[src/rtl/core/ptd_pkg.sv]
// ----------------------------------------------------------------------------
// ptd_pkg: shared types and constants of the periodic task dispatcher.
// Holds the input and result word layouts, function and status codes.
// ----------------------------------------------------------------------------
package ptd_pkg;

	localparam logic [1:0] FUNC_TICK   = 2'd0;
	localparam logic [1:0] FUNC_CREATE = 2'd1;
	localparam logic [1:0] FUNC_QUERY  = 2'd2;
	localparam logic [1:0] FUNC_UNUSED = 2'd3;

	localparam logic [1:0] ST_OK       = 2'd0;
	localparam logic [1:0] ST_FULL     = 2'd1;
	localparam logic [1:0] ST_BAD      = 2'd2;
	localparam logic [1:0] ST_NOTFOUND = 2'd3;

	localparam logic [31:0] CTPS_RESET = 32'd200000000;

	typedef struct packed {
		logic [1:0]  func;
		logic [31:0] now_tick;
		logic [31:0] rate_hz;
		logic [7:0]  task_handle;
	} in_word_t;

	typedef struct packed {
		logic [7:0]  due_handle;
		logic [1:0]  status;
		logic [31:0] period_out;
		logic [31:0] idle_runs;
		logic        last_of_run;
	} out_word_t;

	// Entry as it travels between cells.
	typedef struct packed {
		logic [31:0] period;
		logic [31:0] last_time;
		logic [7:0]  handle;
	} entry_t;

endpackage

[src/rtl/core/ptd_div.sv]
// ----------------------------------------------------------------------------
// ptd_div: 32-bit unsigned restoring divider.
// Produces one quotient bit per cycle, with done raised in the cycle after
// the last step.
// ----------------------------------------------------------------------------
module ptd_div (
	input  logic        clk,
	input  logic        arst_n,
	input  logic        start,
	input  logic [31:0] dividend,
	input  logic [31:0] divisor,
	output logic        done,
	output logic [31:0] quotient
);
	logic [31:0] rem_q;
	logic [31:0] quo_q;
	logic [31:0] dsr_q;
	logic [5:0]  cnt_q;
	logic        busy_q;
	logic [33:0] trial;

	// One shift-subtract step; the partial remainder can reach 33 bits.
	assign trial = {1'b0, rem_q, quo_q[31]} - {2'b00, dsr_q};

	always_ff @(posedge clk or negedge arst_n) begin
		if (!arst_n) begin
			busy_q <= 1'b0;
			cnt_q  <= '0;
			done   <= 1'b0;
		end else begin
			done <= 1'b0;
			if (start) begin
				busy_q <= 1'b1;
				cnt_q  <= '0;
			end else if (busy_q) begin
				cnt_q <= cnt_q + 6'd1;
				if (cnt_q == 6'd31) begin
					busy_q <= 1'b0;
					done   <= 1'b1;
				end
			end
		end
	end

	always_ff @(posedge clk) begin
		if (start) begin
			rem_q <= '0;
			quo_q <= dividend;
			dsr_q <= divisor;
		end else if (busy_q) begin
			if (!trial[33]) begin
				rem_q <= trial[31:0];
				quo_q <= {quo_q[30:0], 1'b1};
			end else begin
				rem_q <= {rem_q[30:0], quo_q[31]};
				quo_q <= {quo_q[30:0], 1'b0};
			end
		end
	end

	assign quotient = quo_q;
endmodule

[src/rtl/core/ptd_cell.sv]
// ----------------------------------------------------------------------------
// ptd_cell: one table entry of the dispatcher chain.
// Takes its neighbor's entry on every step of a rotation and holds otherwise.
// ----------------------------------------------------------------------------
module ptd_cell #(
	parameter logic [31:0] RST_PERIOD = 32'd0
) (
	input  logic            clk,
	input  logic            arst_n,
	input  logic            shift,
	input  ptd_pkg::entry_t nbr_entry,
	output ptd_pkg::entry_t entry
);
	import ptd_pkg::*;

	entry_t ent_q;

	// The cell moves one place toward the head when the chain rotates.
	always_ff @(posedge clk or negedge arst_n) begin
		if (!arst_n) begin
			ent_q <= '{period: RST_PERIOD, last_time: 32'd0, handle: 8'd0};
		end else if (shift) begin
			ent_q <= nbr_entry;
		end
	end

	assign entry = ent_q;
endmodule

[src/rtl/core/periodic_task_dispatcher_core.sv]
// ----------------------------------------------------------------------------
// periodic_task_dispatcher_core: sorted periodic task table as a cell chain.
// Every walk rotates the whole chain of MAX_ENTRIES cells once through the
// head cell, one entry per cycle in table order while the output is not
// stalled, and the word fed back into the tail carries any change. A tick
// emits one word per due entry; its final word is loaded once the walk is
// over, and a stalled output holds the walk. A query walks the chain once
// as well. A create runs the 32-step serial divider and then inserts during
// the rotation. Rejected creates and queries with handle zero answer in the
// cycle after acceptance. One item is worked at a time; the next word is
// accepted at the earliest in the cycle after the final result is loaded.
// ----------------------------------------------------------------------------
module periodic_task_dispatcher_core #(
	parameter int MAX_ENTRIES = 16,
	parameter int HANDLE_BITS = 8
) (
	input  logic                 clk,
	input  logic                 arst_n,
	input  logic                 cfg_we,
	input  logic [31:0]          cfg_wdata,
	input  logic                 in_valid,
	output logic                 in_stall,
	input  ptd_pkg::in_word_t    in_data,
	output logic                 out_valid,
	input  logic                 out_stall,
	output ptd_pkg::out_word_t   out_data
);
	import ptd_pkg::*;

	localparam int CW = $clog2(MAX_ENTRIES + 1);
	localparam logic [7:0] H_MASK = 8'((1 << HANDLE_BITS) - 1);

	localparam logic [2:0] S_IDLE = 3'd0;
	localparam logic [2:0] S_DIV  = 3'd1;
	localparam logic [2:0] S_WALK = 3'd2;
	localparam logic [2:0] S_OUT  = 3'd3;

	logic [2:0]    state_q;
	logic [31:0]   ctps_q;
	logic [31:0]   idle_q;
	logic [CW-1:0] count_q;
	logic [CW-1:0] idx_q;
	logic [1:0]    func_q;
	logic [31:0]   now_q;
	logic [7:0]    hnd_q;
	logic [31:0]   per_q;
	logic          placed_q;
	logic          found_q;
	logic          pend_v_q;
	out_word_t     pend_q;
	entry_t        carry_q;
	out_word_t     res_q;

	entry_t      ent [MAX_ENTRIES];
	entry_t      head;
	entry_t      feed;
	entry_t      new_e;
	out_word_t   res_next;
	logic        res_load;
	logic        accept;
	logic        step;
	logic        fin;
	logic        live;
	logic        due;
	logic        ins;
	logic        div_start;
	logic        div_done;
	logic [31:0] quo;
	logic [7:0]  in_h;
	logic [31:0] idle_next;

	assign in_h      = in_data.task_handle & H_MASK;
	assign head      = ent[0];
	assign in_stall  = (state_q != S_IDLE) || (out_valid && out_stall);
	assign accept    = in_valid && !in_stall;
	assign step      = (state_q == S_WALK) && !(out_valid && out_stall);
	assign fin       = (state_q == S_OUT) && !(out_valid && out_stall);
	assign live      = idx_q < count_q;
	assign due       = (func_q == FUNC_TICK) && live &&
		((now_q - head.last_time) >= head.period);
	assign ins       = (func_q == FUNC_CREATE) && !placed_q &&
		(idx_q == count_q || per_q <= head.period);
	assign idle_next = (head.handle == 8'd0) ? idle_q + 32'd1 : idle_q;
	assign new_e     = '{period: per_q, last_time: 32'd0, handle: hnd_q};

	assign div_start = accept && in_data.func == FUNC_CREATE &&
		count_q < CW'(MAX_ENTRIES) && in_h != 8'd0 && in_data.rate_hz != 32'd0;

	ptd_div u_div (
		.clk(clk), .arst_n(arst_n), .start(div_start),
		.dividend(ctps_q), .divisor(in_data.rate_hz),
		.done(div_done), .quotient(quo)
	);

	// Word fed into the tail: the head entry, stamped when due, or the new
	// entry at the insert point followed by the entries it pushed back.
	always_comb begin
		feed = head;
		if (due)
			feed.last_time = now_q;
		if (ins)
			feed = new_e;
		else if (func_q == FUNC_CREATE && placed_q)
			feed = carry_q;
	end

	// Chain of entry cells; each takes the entry of the cell behind it.
	for (genvar g = 0; g < MAX_ENTRIES; g++) begin : g_cell
		ptd_cell #(.RST_PERIOD(g == 0 ? 32'hFFFF_FFFF : 32'd0)) u_cell (
			.clk(clk), .arst_n(arst_n), .shift(step),
			.nbr_entry(g == MAX_ENTRIES - 1 ? feed : ent[(g + 1) % MAX_ENTRIES]),
			.entry(ent[g])
		);
	end

	// Next result word. A due tick word waits in pend_q until the next due
	// entry or the end of the walk shows whether it is the last one.
	always_comb begin
		res_load = 1'b0;
		res_next = pend_q;
		if (accept) begin
			case (in_data.func)
				FUNC_CREATE: begin
					if (count_q >= CW'(MAX_ENTRIES)) begin
						res_load = 1'b1;
						res_next = '{due_handle: 8'd0, status: ST_FULL, period_out: 32'd0,
							idle_runs: idle_q, last_of_run: 1'b1};
					end else if (in_h == 8'd0 || in_data.rate_hz == 32'd0) begin
						res_load = 1'b1;
						res_next = '{due_handle: 8'd0, status: ST_BAD, period_out: 32'd0,
							idle_runs: idle_q, last_of_run: 1'b1};
					end
				end
				FUNC_QUERY: begin
					if (in_h == 8'd0) begin
						res_load = 1'b1;
						res_next = '{due_handle: 8'd0, status: ST_BAD, period_out: 32'd0,
							idle_runs: idle_q, last_of_run: 1'b1};
					end
				end
				default: ;
			endcase
		end else if (step && due && pend_v_q) begin
			res_load = 1'b1;
			res_next = pend_q;
		end else if (fin) begin
			case (func_q)
				FUNC_TICK: begin
					res_load = pend_v_q;
					res_next.last_of_run = 1'b1;
				end
				FUNC_QUERY: begin
					res_load = 1'b1;
					res_next = '{due_handle: 8'd0, status: found_q ? ST_OK : ST_NOTFOUND,
						period_out: found_q ? per_q : 32'd0, idle_runs: idle_q,
						last_of_run: 1'b1};
				end
				FUNC_CREATE: begin
					res_load = 1'b1;
					res_next = '{due_handle: 8'd0, status: ST_OK, period_out: per_q,
						idle_runs: idle_q, last_of_run: 1'b1};
				end
				default: ;
			endcase
		end
	end

	// Result register.
	always_ff @(posedge clk or negedge arst_n) begin
		if (!arst_n) begin
			out_valid <= 1'b0;
			res_q     <= '0;
		end else begin
			out_valid <= res_load || (out_valid && out_stall);
			if (res_load)
				res_q <= res_next;
		end
	end

	// Sequencer, table bookkeeping and counters.
	always_ff @(posedge clk or negedge arst_n) begin
		if (!arst_n) begin
			state_q  <= S_IDLE;
			ctps_q   <= CTPS_RESET;
			idle_q   <= '0;
			count_q  <= CW'(1);
			idx_q    <= '0;
			func_q   <= FUNC_TICK;
			now_q    <= '0;
			hnd_q    <= '0;
			per_q    <= '0;
			placed_q <= 1'b0;
			found_q  <= 1'b0;
			pend_v_q <= 1'b0;
			pend_q   <= '0;
			carry_q  <= '0;
		end else begin
			if (cfg_we)
				ctps_q <= cfg_wdata;
			case (state_q)
				S_IDLE: begin
					if (accept) begin
						func_q   <= in_data.func;
						now_q    <= in_data.now_tick;
						hnd_q    <= in_h;
						placed_q <= 1'b0;
						found_q  <= 1'b0;
						pend_v_q <= 1'b0;
						idx_q    <= '0;
						case (in_data.func)
							FUNC_TICK:   state_q <= S_WALK;
							FUNC_CREATE: if (div_start) state_q <= S_DIV;
							FUNC_QUERY:  if (in_h != 8'd0) state_q <= S_WALK;
							default: ;
						endcase
					end
				end
				S_DIV: begin
					if (div_done) begin
						per_q   <= quo;
						state_q <= S_WALK;
					end
				end
				S_WALK: begin
					if (step) begin
						idx_q <= idx_q + CW'(1);
						if (due) begin
							pend_q   <= '{due_handle: head.handle, status: ST_OK,
								period_out: head.period, idle_runs: idle_next,
								last_of_run: 1'b0};
							pend_v_q <= 1'b1;
							idle_q   <= idle_next;
						end
						if (func_q == FUNC_QUERY && live && !found_q && head.handle == hnd_q) begin
							found_q <= 1'b1;
							per_q   <= head.period;
						end
						if (ins || (func_q == FUNC_CREATE && placed_q))
							carry_q <= head;
						if (ins)
							placed_q <= 1'b1;
						if (idx_q == CW'(MAX_ENTRIES - 1))
							state_q <= S_OUT;
					end
				end
				S_OUT: begin
					if (fin) begin
						state_q <= S_IDLE;
						if (func_q == FUNC_CREATE)
							count_q <= count_q + CW'(1);
					end
				end
				default: state_q <= S_IDLE;
			endcase
		end
	end

	assign out_data = res_q;
endmodule
[config.mk]
export PLATFORM = sky130hd
export DESIGN_NAME = periodic_task_dispatcher_core
export DESIGN_NICKNAME = d
export VERILOG_FILES = /design/src/rtl/core/ptd_pkg.sv /design/src/rtl/core/ptd_div.sv /design/src/rtl/core/ptd_cell.sv /design/src/rtl/core/periodic_task_dispatcher_core.sv
export SDC_FILE = /design/constraint.sdc
export NUM_CORES = 2
export LEC_CHECK = 0
export ABC_AREA = 1
export BUFFER_PORTS_ARGS = -buffer_cell sky130_fd_sc_hd__buf_2
export CAP_MARGIN = 20
export CORE_MARGIN = 2
export CORE_UTILIZATION = 60
export DETAILED_ROUTE_END_ITERATION = 16
export PLACE_DENSITY = 0.86
export SLEW_MARGIN = 20
export SYNTH_ARGS = -nofsm -noshare
export SYNTH_HDL_FRONTEND = slang
export SYNTH_HIERARCHICAL = 1
export SYNTH_SLANG_ARGS = --single-unit
[constraint.sdc]
create_clock -name clk -period 11.1 [get_ports clk]
set_input_delay 1.665 -clock clk [delete_from_list [all_inputs] [get_ports clk]]
set_output_delay 1.665 -clock clk [all_outputs]
set_load 0.005 [all_outputs]
# Word-level counts from Yosys, hierarchy flattened
# Cells that the tools add are included.
[op_classes]
n_addsub = 6
magnitude_cmp = 5
eq_ne = 22
muxes = 61
n_reduce_logical = 52
[ops]
columns = ["cell", "n"]
rows = [
  ["two-way mux 75 bit", 6],
  ["two-way mux 32 bit", 9],
  ["case mux 75 bit (2 select lines)", 1],
  ["case mux 74 bit (2 select lines)", 1],
  ["two-way mux 72 bit", 2],
  ["case mux 32 bit (2 select lines)", 1],
  ["subtractor 33 x 32 -> 34 bit", 1],
  ["adder 32 x 1 -> 32 bit (second input constant)", 1],
  ["greater-or-equal comparator 32 bit", 1],
  ["<= comparator 32 bit", 1],
  ["zero test 32 bit", 1],
  ["nonzero test 32 bit", 1],
  ["subtractor 32 bit", 1],
  ["two-way mux 1 bit", 21],
  ["two-way mux 3 bit", 7],
  ["AND reduction 4 bit", 5],
  ["logical AND 1 bit", 18],
  ["zero test 8 bit", 2],
  ["two-way mux 6 bit", 2],
  ["case mux 3 bit (4 select lines)", 1],
  ["AND reduction 3 bit", 4],
  ["adder 5 x 1 -> 5 bit (second input constant)", 2],
  ["two-way mux 5 bit", 2],
  ["!= test 2 bit (second input constant)", 5],
  ["30 further kinds", 50],
]
[totals]
ff_bits = 1598
inputBits = 111
output_inout_bits = 77
word_cells = 223

# Longest topological paths before layout
[logic_depth]
word_depth = 12
depth_mapped = 32

# Hierarchy
# Netlist, hierarchy kept.
[by_module_without_submodules]
columns = ["module", "n_inst", "cells_each", "area_each_um2", "seq_area_each_um2"]
rows = [
  ["ptd_cell (g_cell[10].u_cell ...)", 15, 304, 2748.9, 1801.7],
  ["periodic_task_dispatcher_core", 1, 2806, 21066.5, 8549.4],
  ["ptd_div", 1, 997, 6886.6, 2762.6],
  ["ptd_cell (g_cell[0].u_cell)", 1, 304, 2788.9, 1841.8],
]

# Worst setup path after synthesis
# Ideal clock, no wire load.
[synth_path]
kind = "input -> register"
start = "in out_stall"
end = "reg u_div.quo_q[0] (netlist: u_div/quotient[0]) (enable)"
arrival_ns = 4.576
required_time_ns = 10.691
setup_slack_ns = 6.115
cell_stages = 9
path_buffers = 2
path_cell_list = "nand2_1 nand3_1 inv_1 nand3_1 inv_1 clkbuf_1 nor2_1 inv_1 clkbuf_1"
[synth_via]
elab_chain_cells = 9
[synth_rtl]
columns = ["item", "line_no", "text"]
rows = [
  ["start, declared", "periodic_task_dispatcher_core.sv:25", "input logic out_stall,"],
  ["logical AND 1 bit", "periodic_task_dispatcher_core.sv:74", "assign in_stall = (state_q != S_IDLE) || (out_valid && out_stall);"],
  ["logical OR 1 bit", "periodic_task_dispatcher_core.sv:74", ""],
  ["zero test 1 bit", "periodic_task_dispatcher_core.sv:75", "assign accept = in_valid && !in_stall;"],
  ["logical AND 1 bit", "periodic_task_dispatcher_core.sv:75", ""],
  ["logical AND 1 bit (2 in series)", "periodic_task_dispatcher_core.sv:86", "assign div_start = accept && in_data.func == FUNC_CREATE &&"],
  ["logical AND 1 bit (2 in series)", "periodic_task_dispatcher_core.sv:87", "count_q < CW'(MAX_ENTRIES) && in_h != 8'd0 && in_data.rate_hz != 32'd0;"],
  ["named net div_start", "periodic_task_dispatcher_core.sv:66", "logic div_start;"],
  ["nonzero test 2 bit (no line)", "-", ""],
  ["end signal, assigned", "ptd_div.sv:48", "quo_q <= dividend;"],
  ["end signal, assigned", "ptd_div.sv:53", "quo_q <= {quo_q[30:0], 1'b1};"],
  ["end signal, assigned", "ptd_div.sv:56", "quo_q <= {quo_q[30:0], 1'b0};"],
  ["end, declared", "ptd_div.sv:16", "logic [31:0] quo_q;"],
]
# The timed path passes the listed nets, and every way through them passes these cells.
# A chain may end at the register's enable or synchronous reset.

# Worst setup path after layout
[layout_path]
start = "reg g_cell[0].u_cell.ent_q, in the netlist g_cell[0].u_cell/entry[10]"
end = "reg pend_q[5] in the netlist's numbering"
[layout_via]
elab_chain_cells = 4
[layout_rtl]
columns = ["item", "line_no", "text"]
rows = [
  ["start, declared", "ptd_cell.sv:16", "entry_t ent_q;"],
  ["start signal, assigned", "ptd_cell.sv:21", "ent_q <= '{period: RST_PERIOD, last_time: 32'd0, handle: 8'd0};"],
  ["start signal, assigned", "ptd_cell.sv:23", "ent_q <= nbr_entry;"],
  ["subtractor 32 bit", "periodic_task_dispatcher_core.sv:80", "((now_q - head.last_time) >= head.period);"],
  ["greater-or-equal comparator 32 bit", "periodic_task_dispatcher_core.sv:80", ""],
  ["logical AND 1 bit", "periodic_task_dispatcher_core.sv:79", "assign due = (func_q == FUNC_TICK) && live &&"],
  ["AND reduction 4 bit (no line)", "-", ""],
  ["end signal, assigned", "periodic_task_dispatcher_core.sv:228", "pend_q <= '{due_handle: head.handle, status: ST_OK,"],
  ["end, declared", "periodic_task_dispatcher_core.sv:50", "out_word_t pend_q;"],
]
# Every way passes these cells.

==> results.txt <==
Status = finished, final reports clean
CP max-delay cell = nor2_4
Initial Util = 60.2%
Initial antenna violation count = 2
Routed WL = 190 mm
Most frequent cells in the layout = nand2_1 (4796), dfrtp_1 (1456), inv_1 (448)
Fin crit share = 58.0%
Critical Path Source Type = flip-flop
Fmax achieved = 155 MHz
CP Data Required Time = 11.78 ns
Latest clock arrival within the worst-skew pair = 0.82 ns
Crit path top cell by count = nand2_1
Layout cell share with drive strength beyond 1 = 6.95%
Max_slew headroom = 8.89%
Final Hold Vio Count = 0
Net count, final = 8912
GRT Total Usage = 31.2%
CTS tree = yes
Area Overhead vs Synth = 8.30%
Post-Route Utilization = 65.2%
#FFs+latches synth = 1597
Worst Max-Slew Pin Slew = 1.37 ns
Crit path from = g_cell[0].u_cell/entry[10]$_DFFE_PN0P_
CTS Buffer Depth = 3
Ys Warns = 6
Synthesized Nets = 8932
Commonest non-fill, non-tap cell in the layout = nand2_1
Hold Crit Class = reg2reg
H-tree depth = 4
Gr ovfl total = 0
Die Width = 350 um
DRC viols = 0
Yosys top cell by area = dfrtp_1
Core Rows = 127
Placer Congestion = 0.965
Vias = 57900
Worst VDD drop = 397 uV
Min Tclk post-route = 6.44 ns
Via density = 5.57
RSZ-0062 raised after global routing = false
Synthesized instance count = 8667
Postcts setup bufs = 0
Cell count after placement = 10100
Worst clock skew = 0.0439 ns
First-pass GRT wire length = 305 mm
Cts hold-fix bufs = 0
# setup viols final = 0
Largest net degree at the start of global routing = 249
Ys async rst share = 94.0%
Critical Path AT = 7.12 ns
FF-to-FF Start = g_cell[0].u_cell/entry[10]$_DFFE_PN0P_
Die area = 0.123 sq mm
DP HPWL = 121 mm
Pwr dens = 323 mW/mm^2
Resized Gates After CTS = 0
Clock transition at path regs = 0.06 ns
CP max stage delay = 0.88 ns
ANT nets after route = 0
Count of input and output buffers = 187
Syn Area/Cell = 8.30 sq um
Setup crit end kind = flip-flop
First-pass DRT Iterations = 7
Core footprint = 0.119 sq mm
Total negative slack = 0 ns
Post-synthesis sequential area ratio = 55.8%
Max-Cap Viols = 0
Vias in the first global route = 55700
Slew Limit Fails = 0
Clock Root Buffer = clkbuf_16
Synth cell types = 56
Kind of critical path = reg2reg
Main synth FF type = dfrtp_1
Post-synth EDFFs = 64
Final Non-Filler Cells = 10400
Wire per inst = 18.3 um
Ranking of synthesized cells by area = dfrtp_1 (51%), nand2_1 (25%), edfxtp_1 (2.7%)
Chip height = 350 um
Worst Hold Launch = g_cell[7].u_cell/entry[65]$_DFFE_PN0P_
CP max FO = 82
TritonCTS Sinks = 1597
Inserted Clock Buffers = 158
I/O Pins = 188
Synth top area share = 50.6%
Synth Cell Area = 0.0720 sq mm
P_leak = 43.2 nW
Initial drt markers = 7359
==> metrics by stage <==
stage / hold slack [ns] / cell area [sq um] / setup WS [ns] / power (mW)
final: 0.461 / 77900 / 4.66 / 25.2
after CTS: 0.467 / 77900 / 4.74 / 25.0
after global routing: 0.482 / 77900 / 4.10 / 26.9
after detailed placement: 0.453 / 72500 / 4.78 / 19.4
after global placement: 0.448 / 72500 / 4.86 / 19.1
after floorplan: 0.437 / 72000 / 6.11 / 16.8
==> synth_stat cells (45+ instances only) <==
| master | count |
|---|---|
| dfstp_2 | 45 |
| o211ai_1 | 101 |
| buf_6 | 144 |
| nand4_1 | 57 |
| dfrtp_1 | 1456 |
| ha_1 | 152 |
| nor2_1 | 161 |
| buf_2 | 128 |
| nand2_1 | 4800 |
| nand3_1 | 254 |
| edfxtp_1 | 64 |
| inv_1 | 451 |
| xor2_1 | 55 |
| a21oi_1 | 180 |
| o21ai_0 | 209 |
| clkbuf_1 | 104 |
==> worst paths after layout <==
| path | endpoint | cells past startpoint | slack, ns |
|---|---|---|---|
| worst max-delay path | pend_q[5]$_DFFE_PN0P_ | 26 | 4.66 |
| worst min-delay path | g_cell[6].u_cell/entry[65]$_DFFE_PN0P_ | 2 | 0.46 |
| worst max register to register | pend_q[5]$_DFFE_PN0P_ | 26 | 4.66 |
| worst min register to register | g_cell[6].u_cell/entry[65]$_DFFE_PN0P_ | 2 | 0.46 |
| max in group asynchronous | g_cell[5].u_cell/entry[51]$_DFFE_PN0P_ | 3 | 7.73 |
| min in group asynchronous | out_data[7]$_DFFE_PN0P_ | 1 | 0.86 |
==> where the power goes <==
group          switching, mW  internal, mW  total (mW)
combinational           7.14          2.99        10.1
clock                   2.37          3.13        5.50
sequential              1.51          8.03        9.54
total                   11.0          14.1        25.2
==> per-layer routing <==
layer | vias to the layer above | routed length [um] | GRT usage (%)
met4 | 2 | 7840 | 13.0
met5 | - | 13 | 0
met2 | 2624 | 85000 | 46.6
met1 | 28000 | 80800 | 45.0
li1 | 26900 | - | -
met3 | 457 | 16500 | 6.26
==> flip-flops by register name (all words and copies together), names as in the netlist, 2 cells and up <==
name                 cells
carry_q                 72
count_q                  5
ctps_q                  32
func_q                   2
g_cell.u_cell/entry   1152
hnd_q                    8
idx_q                    5
now_q                   32
out_data                75
pend_q                  72
per_q                   32
state_q                  2
u_div/cnt_q              6
u_div/dsr_q             32
u_div/quotient          32
u_div/rem_q             32
==> critical path: cells and delay by family, from the launching register on <==
family	cells	cell delay (ns)
flops	1	0.37
buf+inv	4	0.54
compound gates	6	2.01
fa+ha+maj	2	0.63
simple gates	14	2.72
==> cell type report <==
class	count	area, sq um
clock buffer	232	4600
clock inverter	55	779
multi-input combinational	6187	27100
tap	1612	2020
sequential	1597	40200
antenna	1	2.50
fill	9251	41500
timing repair buffer	226	1370
inverter	477	1870
==> kinds of logic after synthesis <==
logic type	after synthesis	share of synthesized area, %
xor+xnor	82	0.998
fa+ha+maj	154	2.70
compound gates	559	4.43
buf+inv	883	6.56
flops	1597	55.8
mux	32	0.501
simple gates	5360	29.0
(Power assumes the default switching activity.)
